===== config.mk =====
export PLATFORM = sky130hd
export DESIGN_NAME = nmea_qzqsm_sentence_framer_unit
export DESIGN_NICKNAME = d
export VERILOG_FILES = /design/src/nqsf_pkg.sv /design/src/nmea_qzqsm_sentence_framer_unit.sv /design/src/nqsf_ram.sv /design/src/nqsf_parse.sv /design/src/nqsf_emit.sv
export VERILOG_INCLUDE_DIRS = /design/src /design/src/src
export SDC_FILE = /design/constraint.sdc
export NUM_CORES = 1
export LEC_CHECK = 0
export ABC_CLOCK_PERIOD_IN_PS = 6530
export BUFFER_PORTS_ARGS = -buffer_cell sky130_fd_sc_hd__buf_2
export CAP_MARGIN = 20
export CORE_AREA = 3 3 396 398
export DETAILED_ROUTE_END_ITERATION = 7
export DIE_AREA = 0 0 399 401
export MAX_ROUTING_LAYER = met4
export PLACE_DENSITY_LB_ADDON = 0.2
export SYNTH_ARGS = -nofsm -noshare
export SYNTH_HDL_FRONTEND = slang
export SYNTH_HIERARCHICAL = 1
export SYNTH_SLANG_ARGS = --single-unit

===== constraint.sdc =====
create_clock -name clk -period 6.53 [get_ports clk]
set_clock_uncertainty 0.15 [all_clocks]
set_input_delay 1.6325 -clock clk [delete_from_list [all_inputs] [get_ports clk]]
set_output_delay 1.6325 -clock clk [all_outputs]
set_load 0.05 [all_outputs]

===== src/assert_macros.svh =====
// Assertion macros for the framer RTL, used by the frame emitter.
`ifndef ASSERT_MACROS_SVH
`define ASSERT_MACROS_SVH

// Check a property on every rising clk edge outside reset.
`define ASSERT_AT(label, prop, msg) \
	label: assert property (@(posedge clk) disable iff (!arst_n) (prop)) else $error(msg);

// Check that a condition never holds on a rising clk edge outside reset.
`define ASSERT_NEVER(label, expr, msg) \
	label: assert property (@(posedge clk) disable iff (!arst_n) !(expr)) else $error(msg);

`endif


===== src/nqsf_pkg.sv =====
// Types, constants and character helpers for the QZQSM sentence framer.
`default_nettype none

package nqsf_pkg;

	localparam int SENTENCE_CAPACITY = 128;
	localparam int ADDR_W = $clog2(SENTENCE_CAPACITY);
	localparam int TAG_LEN = 6;
	localparam int PAYLOAD_DIGITS = 63;
	localparam int RUN_W = 6;
	localparam int ID_MAX = 255;
	localparam logic [2:0] LAST_WORD_IDX = 3'd7;

	localparam logic [7:0] CH_DOLLAR = 8'h24;
	localparam logic [7:0] CH_STAR = 8'h2A;
	localparam logic [7:0] CH_COMMA = 8'h2C;
	localparam logic [7:0] CH_CR = 8'h0D;
	localparam logic [7:0] CH_LF = 8'h0A;
	localparam logic [7:0] CK_INVALID = 8'hFF;

	typedef enum logic [1:0] {
		MODE_WAIT,
		MODE_COLLECT,
		MODE_CK_HI,
		MODE_CK_LO
	} mode_t;

	typedef enum logic [2:0] {
		PH_TAG,
		PH_ID,
		PH_RUN,
		PH_DONE,
		PH_BAD
	} phase_t;

	typedef enum logic [1:0] {
		EM_IDLE,
		EM_READ,
		EM_CAPTURE,
		EM_OUT
	} emit_state_t;

	typedef struct packed {
		logic              start;
		logic [7:0]        sat_id;
		logic [ADDR_W-1:0] run_start;
	} frame_t;

	function automatic logic is_dec(input logic [7:0] ch);
		return (ch >= 8'h30) && (ch <= 8'h39);
	endfunction

	function automatic logic is_hex(input logic [7:0] ch);
		return is_dec(ch) || ((ch >= 8'h41) && (ch <= 8'h46)) ||
			((ch >= 8'h61) && (ch <= 8'h66));
	endfunction

	// Nibble value of a hex character; anything else reads as F.
	function automatic logic [3:0] hex_val(input logic [7:0] ch);
		logic [3:0] v;
		if (is_dec(ch)) begin
			v = ch[3:0];
		end else if (is_hex(ch)) begin
			v = ch[3:0] + 4'd9;
		end else begin
			v = 4'hF;
		end
		return v;
	endfunction

	function automatic logic [7:0] tag_char(input logic [2:0] idx);
		logic [7:0] c;
		case (idx)
			3'd0: c = 8'h51;
			3'd1: c = 8'h5A;
			3'd2: c = 8'h51;
			3'd3: c = 8'h53;
			3'd4: c = 8'h4D;
			3'd5: c = CH_COMMA;
			default: c = 8'h00;
		endcase
		return c;
	endfunction

endpackage

`default_nettype wire


===== src/nmea_qzqsm_sentence_framer_unit.sv =====
// Top level of the NMEA QZQSM sentence framer.
// Takes one NMEA character per cycle while collecting a sentence; the body is written
// into a 128-entry sentence RAM and parsed as it arrives, with no clearing pass after
// reset. When the checksum matches and the body is a valid QZQSM sentence, in_ready
// drops while the 63 payload digits are read back through the single RAM read port,
// one digit at a time (read, then capture), and eight 32-bit words leave on the
// output channel, each held until out_ready takes it.
`default_nettype none

module nmea_qzqsm_sentence_framer_unit (
	input  wire logic        clk,
	input  wire logic        arst_n,
	input  wire logic        in_valid,
	output logic             in_ready,
	input  wire logic [7:0]  rx_byte,
	output logic             out_valid,
	input  wire logic        out_ready,
	output logic [7:0]       sat_id,
	output logic [2:0]       word_index,
	output logic [31:0]      payload_word,
	output logic             last_word
);

	nqsf_pkg::frame_t frame;
	logic emit_busy;
	logic wr_en;
	logic [nqsf_pkg::ADDR_W-1:0] wr_addr;
	logic [7:0] wr_data;
	logic rd_en;
	logic [nqsf_pkg::ADDR_W-1:0] rd_addr;
	logic [7:0] rd_data;

	nqsf_parse u_parse (
		.clk       (clk),
		.arst_n    (arst_n),
		.in_valid  (in_valid),
		.in_ready  (in_ready),
		.rx_byte   (rx_byte),
		.emit_busy (emit_busy),
		.wr_en     (wr_en),
		.wr_addr   (wr_addr),
		.wr_data   (wr_data),
		.frame     (frame)
	);

	nqsf_ram #(
		.WIDTH (8),
		.DEPTH (nqsf_pkg::SENTENCE_CAPACITY)
	) u_ram (
		.clk     (clk),
		.wr_en   (wr_en),
		.wr_addr (wr_addr),
		.wr_data (wr_data),
		.rd_en   (rd_en),
		.rd_addr (rd_addr),
		.rd_data (rd_data)
	);

	nqsf_emit u_emit (
		.clk          (clk),
		.arst_n       (arst_n),
		.frame        (frame),
		.busy         (emit_busy),
		.rd_en        (rd_en),
		.rd_addr      (rd_addr),
		.rd_data      (rd_data),
		.out_valid    (out_valid),
		.out_ready    (out_ready),
		.sat_id       (sat_id),
		.word_index   (word_index),
		.payload_word (payload_word),
		.last_word    (last_word)
	);

endmodule

`default_nettype wire


===== src/nqsf_ram.sv =====
// Generic single-write, single-read RAM with registered read data.
`default_nettype none

module nqsf_ram #(
	parameter int WIDTH = 8,
	parameter int DEPTH = 128
) (
	input  wire logic                     clk,
	input  wire logic                     wr_en,
	input  wire logic [$clog2(DEPTH)-1:0] wr_addr,
	input  wire logic [WIDTH-1:0]         wr_data,
	input  wire logic                     rd_en,
	input  wire logic [$clog2(DEPTH)-1:0] rd_addr,
	output logic      [WIDTH-1:0]         rd_data
);

	logic [WIDTH-1:0] mem [DEPTH];
	logic [WIDTH-1:0] rd_data_q;

	always_ff @(posedge clk) begin
		if (wr_en) begin
			mem[wr_addr] <= wr_data;
		end
		if (rd_en) begin
			rd_data_q <= mem[rd_addr];
		end
	end

	assign rd_data = rd_data_q;

endmodule

`default_nettype wire


===== src/nqsf_parse.sv =====
// Sentence collector: body storage, running XOR, checksum and on-the-fly body parse.
`default_nettype none

module nqsf_parse (
	input  wire logic                       clk,
	input  wire logic                       arst_n,
	input  wire logic                       in_valid,
	output logic                            in_ready,
	input  wire logic [7:0]                 rx_byte,
	input  wire logic                       emit_busy,
	output logic                            wr_en,
	output logic [nqsf_pkg::ADDR_W-1:0]     wr_addr,
	output logic [7:0]                      wr_data,
	output nqsf_pkg::frame_t                frame
);

	localparam int CW = nqsf_pkg::ADDR_W;

	nqsf_pkg::mode_t mode_q, mode_d;
	logic [CW-1:0] count_q;
	logic [7:0] xor_q;
	logic [3:0] ckh_q;

	nqsf_pkg::phase_t ph_q, ph_d;
	logic [7:0] id_q, id_d;
	logic anyd_q, anyd_d;
	logic [nqsf_pkg::RUN_W-1:0] run_q, run_d;
	logic [CW-1:0] start_q, start_d;

	logic accept;
	logic is_dollar;
	logic is_end;
	logic store;
	logic [11:0] nid;
	logic [7:0] got;
	logic parse_ok;

	assign in_ready = !emit_busy;
	assign accept = in_valid && in_ready;
	assign is_dollar = (rx_byte == nqsf_pkg::CH_DOLLAR);
	assign is_end = (rx_byte == nqsf_pkg::CH_CR) || (rx_byte == nqsf_pkg::CH_LF);
	assign store = (mode_q == nqsf_pkg::MODE_COLLECT) && !is_dollar &&
		(rx_byte != nqsf_pkg::CH_STAR) && !is_end &&
		(count_q < CW'(nqsf_pkg::SENTENCE_CAPACITY - 1));

	// id * 10 + digit
	assign nid = ({4'b0, id_q} << 3) + ({4'b0, id_q} << 1) + {8'b0, rx_byte[3:0]};

	assign got = nqsf_pkg::is_hex(rx_byte) ? {ckh_q, nqsf_pkg::hex_val(rx_byte)}
		: nqsf_pkg::CK_INVALID;
	assign parse_ok = (ph_q == nqsf_pkg::PH_DONE) ||
		((ph_q == nqsf_pkg::PH_RUN) &&
		(run_q == nqsf_pkg::RUN_W'(nqsf_pkg::PAYLOAD_DIGITS)));

	// Parse step for the character being stored at position count_q.
	always_comb begin
		ph_d = ph_q;
		id_d = id_q;
		anyd_d = anyd_q;
		run_d = run_q;
		start_d = start_q;
		case (ph_q)
			nqsf_pkg::PH_TAG: begin
				if (rx_byte != nqsf_pkg::tag_char(count_q[2:0])) begin
					ph_d = nqsf_pkg::PH_BAD;
				end else if (count_q == CW'(nqsf_pkg::TAG_LEN - 1)) begin
					ph_d = nqsf_pkg::PH_ID;
				end
			end
			nqsf_pkg::PH_ID: begin
				if (rx_byte == nqsf_pkg::CH_COMMA) begin
					ph_d = anyd_q ? nqsf_pkg::PH_RUN : nqsf_pkg::PH_BAD;
					start_d = count_q + CW'(1);
				end else if (nqsf_pkg::is_dec(rx_byte)) begin
					if (nid > 12'(nqsf_pkg::ID_MAX)) begin
						ph_d = nqsf_pkg::PH_BAD;
					end else begin
						id_d = nid[7:0];
						anyd_d = 1'b1;
					end
				end else begin
					ph_d = nqsf_pkg::PH_BAD;
				end
			end
			nqsf_pkg::PH_RUN: begin
				if (nqsf_pkg::is_hex(rx_byte)) begin
					// a 64th hex digit makes the run too long
					if (run_q == nqsf_pkg::RUN_W'(nqsf_pkg::PAYLOAD_DIGITS)) begin
						ph_d = nqsf_pkg::PH_BAD;
					end else begin
						run_d = run_q + nqsf_pkg::RUN_W'(1);
					end
				end else begin
					ph_d = (run_q == nqsf_pkg::RUN_W'(nqsf_pkg::PAYLOAD_DIGITS)) ?
						nqsf_pkg::PH_DONE : nqsf_pkg::PH_BAD;
				end
			end
			default: begin
				ph_d = ph_q;
			end
		endcase
	end

	// Next mode
	always_comb begin
		mode_d = mode_q;
		if (accept) begin
			if (is_dollar) begin
				mode_d = nqsf_pkg::MODE_COLLECT;
			end else begin
				case (mode_q)
					nqsf_pkg::MODE_COLLECT: begin
						if (rx_byte == nqsf_pkg::CH_STAR) begin
							mode_d = nqsf_pkg::MODE_CK_HI;
						end else if (!store) begin
							mode_d = nqsf_pkg::MODE_WAIT;
						end
					end
					nqsf_pkg::MODE_CK_HI: mode_d = nqsf_pkg::MODE_CK_LO;
					nqsf_pkg::MODE_CK_LO: mode_d = nqsf_pkg::MODE_WAIT;
					default: mode_d = mode_q;
				endcase
			end
		end
	end

	// Outputs
	always_comb begin
		wr_en = accept && store;
		wr_addr = count_q;
		wr_data = rx_byte;
		frame.start = accept && !is_dollar && (mode_q == nqsf_pkg::MODE_CK_LO) &&
			(got == xor_q) && parse_ok;
		frame.sat_id = id_q;
		frame.run_start = start_q;
	end

	always_ff @(posedge clk or negedge arst_n) begin
		if (!arst_n) begin
			mode_q <= nqsf_pkg::MODE_WAIT;
			count_q <= '0;
			xor_q <= '0;
			ckh_q <= '0;
			ph_q <= nqsf_pkg::PH_TAG;
			id_q <= '0;
			anyd_q <= 1'b0;
			run_q <= '0;
			start_q <= '0;
		end else begin
			mode_q <= mode_d;
			if (accept) begin
				if (is_dollar) begin
					count_q <= '0;
					xor_q <= '0;
					ph_q <= nqsf_pkg::PH_TAG;
					id_q <= '0;
					anyd_q <= 1'b0;
					run_q <= '0;
				end else begin
					case (mode_q)
						nqsf_pkg::MODE_COLLECT: begin
							if (store) begin
								count_q <= count_q + CW'(1);
								xor_q <= xor_q ^ rx_byte;
								ph_q <= ph_d;
								id_q <= id_d;
								anyd_q <= anyd_d;
								run_q <= run_d;
								start_q <= start_d;
							end else if (rx_byte != nqsf_pkg::CH_STAR) begin
								// drop the sentence
								count_q <= '0;
								xor_q <= '0;
							end
						end
						nqsf_pkg::MODE_CK_HI: ckh_q <= nqsf_pkg::hex_val(rx_byte);
						default: ckh_q <= ckh_q;
					endcase
				end
			end
		end
	end

endmodule

`default_nettype wire


===== src/nqsf_emit.sv =====
// Frame emitter: reads the hex run back from the sentence RAM and packs 32-bit words.
`default_nettype none

`include "assert_macros.svh"

module nqsf_emit (
	input  wire logic                       clk,
	input  wire logic                       arst_n,
	input  wire nqsf_pkg::frame_t           frame,
	output logic                            busy,
	output logic                            rd_en,
	output logic [nqsf_pkg::ADDR_W-1:0]     rd_addr,
	input  wire logic [7:0]                 rd_data,
	output logic                            out_valid,
	input  wire logic                       out_ready,
	output logic [7:0]                      sat_id,
	output logic [2:0]                      word_index,
	output logic [31:0]                     payload_word,
	output logic                            last_word
);

	nqsf_pkg::emit_state_t state_q, state_d;
	logic [nqsf_pkg::ADDR_W-1:0] base_q;
	logic [nqsf_pkg::RUN_W-1:0] dig_q;
	logic [7:0] sat_q;
	logic [2:0] widx_q;
	logic [31:0] word_q;
	logic last_dig;
	logic word_full;
	logic [3:0] nib;

	assign last_dig = (dig_q == nqsf_pkg::RUN_W'(nqsf_pkg::PAYLOAD_DIGITS - 1));
	assign word_full = (dig_q[2:0] == 3'd7) || last_dig;
	assign nib = nqsf_pkg::hex_val(rd_data);

	// Next state
	always_comb begin
		state_d = state_q;
		case (state_q)
			nqsf_pkg::EM_IDLE: begin
				if (frame.start) begin
					state_d = nqsf_pkg::EM_READ;
				end
			end
			nqsf_pkg::EM_READ: state_d = nqsf_pkg::EM_CAPTURE;
			nqsf_pkg::EM_CAPTURE: begin
				state_d = word_full ? nqsf_pkg::EM_OUT : nqsf_pkg::EM_READ;
			end
			nqsf_pkg::EM_OUT: begin
				if (out_ready) begin
					state_d = (widx_q == nqsf_pkg::LAST_WORD_IDX) ?
						nqsf_pkg::EM_IDLE : nqsf_pkg::EM_READ;
				end
			end
			default: state_d = nqsf_pkg::EM_IDLE;
		endcase
	end

	// Outputs
	always_comb begin
		busy = (state_q != nqsf_pkg::EM_IDLE);
		rd_en = (state_q == nqsf_pkg::EM_READ);
		rd_addr = base_q + nqsf_pkg::ADDR_W'(dig_q);
		out_valid = (state_q == nqsf_pkg::EM_OUT);
		sat_id = sat_q;
		word_index = widx_q;
		payload_word = word_q;
		last_word = (widx_q == nqsf_pkg::LAST_WORD_IDX);
	end

	always_ff @(posedge clk or negedge arst_n) begin
		if (!arst_n) begin
			state_q <= nqsf_pkg::EM_IDLE;
			dig_q <= '0;
			widx_q <= '0;
		end else begin
			state_q <= state_d;
			if (state_q == nqsf_pkg::EM_IDLE && frame.start) begin
				dig_q <= '0;
			end else if (state_q == nqsf_pkg::EM_CAPTURE) begin
				dig_q <= dig_q + nqsf_pkg::RUN_W'(1);
				widx_q <= dig_q[5:3];
			end
		end
	end

	always_ff @(posedge clk) begin
		if (state_q == nqsf_pkg::EM_IDLE && frame.start) begin
			base_q <= frame.run_start;
			sat_q <= frame.sat_id;
		end
		if (state_q == nqsf_pkg::EM_CAPTURE) begin
			// the final digit fills the high half of byte 31; pad the low half
			if (last_dig) begin
				word_q <= {word_q[23:0], nib, 4'h0};
			end else begin
				word_q <= {word_q[27:0], nib};
			end
		end
	end

	`ASSERT_AT(a_start_idle, frame.start |-> state_q == nqsf_pkg::EM_IDLE, "frame start while emitting")
	`ASSERT_AT(a_last_done, (state_q == nqsf_pkg::EM_OUT && out_ready && widx_q == nqsf_pkg::LAST_WORD_IDX) |=> state_q == nqsf_pkg::EM_IDLE, "emitter did not finish after last word")
	`ASSERT_AT(a_last_digits, (state_q == nqsf_pkg::EM_OUT && widx_q == nqsf_pkg::LAST_WORD_IDX) |-> dig_q == nqsf_pkg::RUN_W'(nqsf_pkg::PAYLOAD_DIGITS), "last word before all digits read")
	`ASSERT_NEVER(a_digit_overrun, state_q == nqsf_pkg::EM_CAPTURE && dig_q > nqsf_pkg::RUN_W'(nqsf_pkg::PAYLOAD_DIGITS - 1), "read past the hex run")

endmodule

`default_nettype wire


==> flow_metrics.py <==
metrics = {
    "layout": {
        "final_layout_size_suffix_gt1_share_pct": 26.9,
        "n_fill_cell": 14200,
        "final_util_pct": 34.4,
        "nets": 2468,
        "area.growth.synth_to_final_pct": 15.3,
    },
    "detailed_routing": {
        "post-route-drc-count": 0,
        "vias": 22700,
        "wirelength_mm": 116,
        "wl_per_cell_um": 25.4,
        "final_antenna_net_count": 0,
        "dr.first_iter.drc_count": 2072,
        "via_per_inst": 4.97,
        "first_pass_iters": 5,
    },
    "placement": {
        "io_buffers": 57,
        "place_congestion": 0.784,
        "dpl.hpwl_mm": 73.4,
    },
    "yosys": {
        "async_reset_ff_share_pct": 5.02,
        "synth_warnings": 6,
        "yosys-top-cells-area": "edfxtp_1 (71%), mux4_2 (16%), dfrtp_1 (3.1%)",
        "synthesis.area_mm2": 0.0459,
        "synth_top_area_share_pct": 70.6,
        "synth_seq_area_share_pct": 73.7,
        "yosysTopAreaCell": "edfxtp_1",
        "synth_edf_count": 1079,
        "syn_nets": 2336,
        "ys_seq_elements": 1136,
        "synth_cell_types": 74,
        "syn_avg_cell_area_um2": 20.1,
        "synthCells": 2285,
        "synth_top_flop_cell": "edfxtp_1",
        "synth.top_cells.by_count": "edfxtp_1 (1,079), mux4_2 (336), nor2_1 (175)",
        "yosysMostFrequentCell": "edfxtp_1",
    },
    "min_path": {
        "whs_endpoint": "u_emit/base_q[6]$_DFFE_PP_",
        "hold_path.class": "flip-flop to flip-flop",
        "holdPathStages": 0,
        "min_from": "u_parse/start_q[6]$_DFFE_PN0P_",
    },
    "clocking": {
        "clock_sinks": 1136,
        "ctsHoldBuffers": 0,
        "cts_root_buf": "clkbuf_16",
        "clockBufferDepth": 3,
        "cts_tree": "built",
        "htreeDepth": 3,
        "clkTransAtPathRegs_ns": 0.06,
        "clkLatencyLatePin_ns": 0.72,
        "cts_resized": 0,
        "cts_setup_buffers": 0,
        "cts_made_buffers": 118,
    },
    "grt": {
        "overflow": 0,
        "antenna_found_initial": 3,
        "grt_usage_pct": 15.0,
        "busiest_layer": "met2",
        "met1_usage_pct": 19.8,
        "grt_pass1_wl_mm": 170,
        "gr-usage-met2_pct": 24.4,
        "grt_max_degree": 79,
        "use_met3_pct": 2.04,
        "grt_pass1_vias": 23400,
    },
    "worst_setup_path": {
        "worst-r2r-cell-count": 10,
        "end_kind": "flip-flop",
        "required_ns": 6.97,
        "critPathMaxFanout": 65,
        "worstSetupPathType": "input port to flip-flop",
        "crit_start": "rx_byte[1]",
        "worstPathArrival_ns": 5.19,
        "reg2reg_slack_ns": 2.19,
        "worstReg2RegStart": "u_emit/dig_q[0]$_DFFE_PN0P_",
        "reg2reg_to": "u_ram/rd_data[0]$_DFFE_PP_",
        "crit_path_start_kind": "input port",
    },
    "timing": {
        "setup_tns_ns": 0,
        "fin_crit_ns": 4.75,
        "fmax_mhz": 211,
        "slew_headroom_pct": 30.3,
        "slew_violations": 0,
        "setup_violations": 0,
        "rsz0062_at_grt": "no",
        "tightest_slew_ns": 1.05,
        "timing.final.crit_share_pct": 72.7,
        "hold_violations": 0,
    },
    "floorplanning": {
        "core_area_mm2": 0.154,
        "top_level_ports": 58,
        "dieArea_mm2": 0.160,
        "die_y_um": 401,
        "rows": 144,
        "start_util_pct": 29.8,
        "die_w_um": 399,
    },
    "flow_run": {
        "max_cap_violations": 0,
    },
    "pwr": {
        "cellLeakagePower_uw": 0.0168,
        "ir_drop_mv": 0.318,
        "p_per_area_mw_per_mm2": 416,
    },
    "run_status": {
        "outcome": "finished clean",
    },
}
worst max-delay path by stage:
| stage | endpoint |
|---|---|
| 6_report | u_parse/id_q[5]$_DFFE_PN0P_ |
| 5_1_grt | u_parse/id_q[6]$_DFFE_PN0P_ |
| 4_1_cts | u_parse/id_q[5]$_DFFE_PN0P_ |
| 3_5_place_dp | u_parse/id_q[5]$_DFFE_PN0P_ |
| 3_3_place_gp | u_parse/id_q[5]$_DFFE_PN0P_ |
| 2_1_floorplan | u_ram/mem[30][0]$_DFFE_PP_ |
critical path: stages:
cell and delay, ns:
buf_4 0.11, buf_4 0.59, ha_1 0.28, ha_1 0.20, inv_1 0.07, fa_1 0.40, nor2b_1 0.14, o21a_1 0.15
a31o_2 0.17, nor2_1 0.05, xnor2_1 0.13, nor4_2 0.55, o211ai_1 0.37, a22o_1 0.33
area by class of cell:
type                            instances  area, um2  share of cell area [%]
Sequential cell                      1136      33800                    63.9
Timing Repair Buffer                  134       1020                    1.94
Tap cell                             2044       2560                    4.83
Inverter                               32        123                   0.232
Antenna cell                            4       10.0                  0.0189
Clock buffer                          139       3070                    5.81
Clock inverter                         80        905                    1.71
Multi-Input combinational cell        995      11400                    21.5
cells by family after synthesis:
kind of cell	Yosys count	synth area share [%]
DFF	1136	73.7
and+or+nand+nor	437	4.25
muxes	352	16.9
buffers and inverters	154	1.54
AOI/OAI and AO/OA	146	2.07
adders and majority gates	39	1.11
xor gates and xnor gates	21	0.401
per-layer routing:
layer,wire (um),vias up,share of wire (%)
met5,0,-,0
met4,2150,0,1.9
met3,5360,144,4.6
met2,58200,605,50
met1,50200,12300,43
li1,-,9610,-
cells in the final DEF, fill, tap and decap left out, types with 8 or more instances in the layout:
cell / n
nand2_1: 145
clkinv_1: 28
clkbuf_1: 19
a21oi_1: 21
and3_1: 10
nand3_1: 30
xnor2_1: 14
ha_1: 35
bufinv_16: 19
clkbuf_16: 120
clkinv_2: 21
buf_4: 72
mux2_2: 10
dfrtp_1: 57
inv_1: 30
nor2b_1: 16
a22o_1: 8
nor3_1: 17
buf_12: 9
buf_2: 49
mux4_2: 336
o21ai_0: 58
edfxtp_1: 1079
nor2_1: 175
o31ai_1: 9
per-stage QoR:
stage,setup WS [ns],std cells,instance area [um2],hold WS [ns],total power (uW)
floorplan,1.70,2285,45900,0.271,13000
global placement,1.09,4336,48800,0.285,15400
detailed placement,0.991,4338,48900,0.291,15500
CTS,1.77,4557,52800,0.305,22400
global route,1.57,4563,52900,0.316,22900
finish,1.78,4564,52900,0.302,22000
power breakdown:
group,internal [uW],switching (uW),leakage (uW),total (uW)
Sequential,8150,96.9,0.0105,8240
Combinational,3170,3730,0.00441,6900
Clock,4100,2780,0.00193,6880
Total,15400,6600,0.0168,22000
state kept, by name (all words and copies together), names as in the netlist:
name / count
u_ram/rd_data: 8
u_parse/ckh_q: 4
u_ram/mem: 1024
u_parse/run_q: 6
u_parse/start_q: 7
u_emit/base_q: 7
u_parse/mode_q: 2
u_emit/state_q: 2
u_parse/id_q: 8
u_emit/sat_id: 8
u_parse/wr_addr: 7
u_parse/xor_q: 8
u_emit/dig_q: 6
u_emit/payload_word: 32
u_parse/ph_q: 3
u_parse/anyd_q: 1
u_emit/word_index: 3
Note: power is estimated with default switching activity, not from simulation.
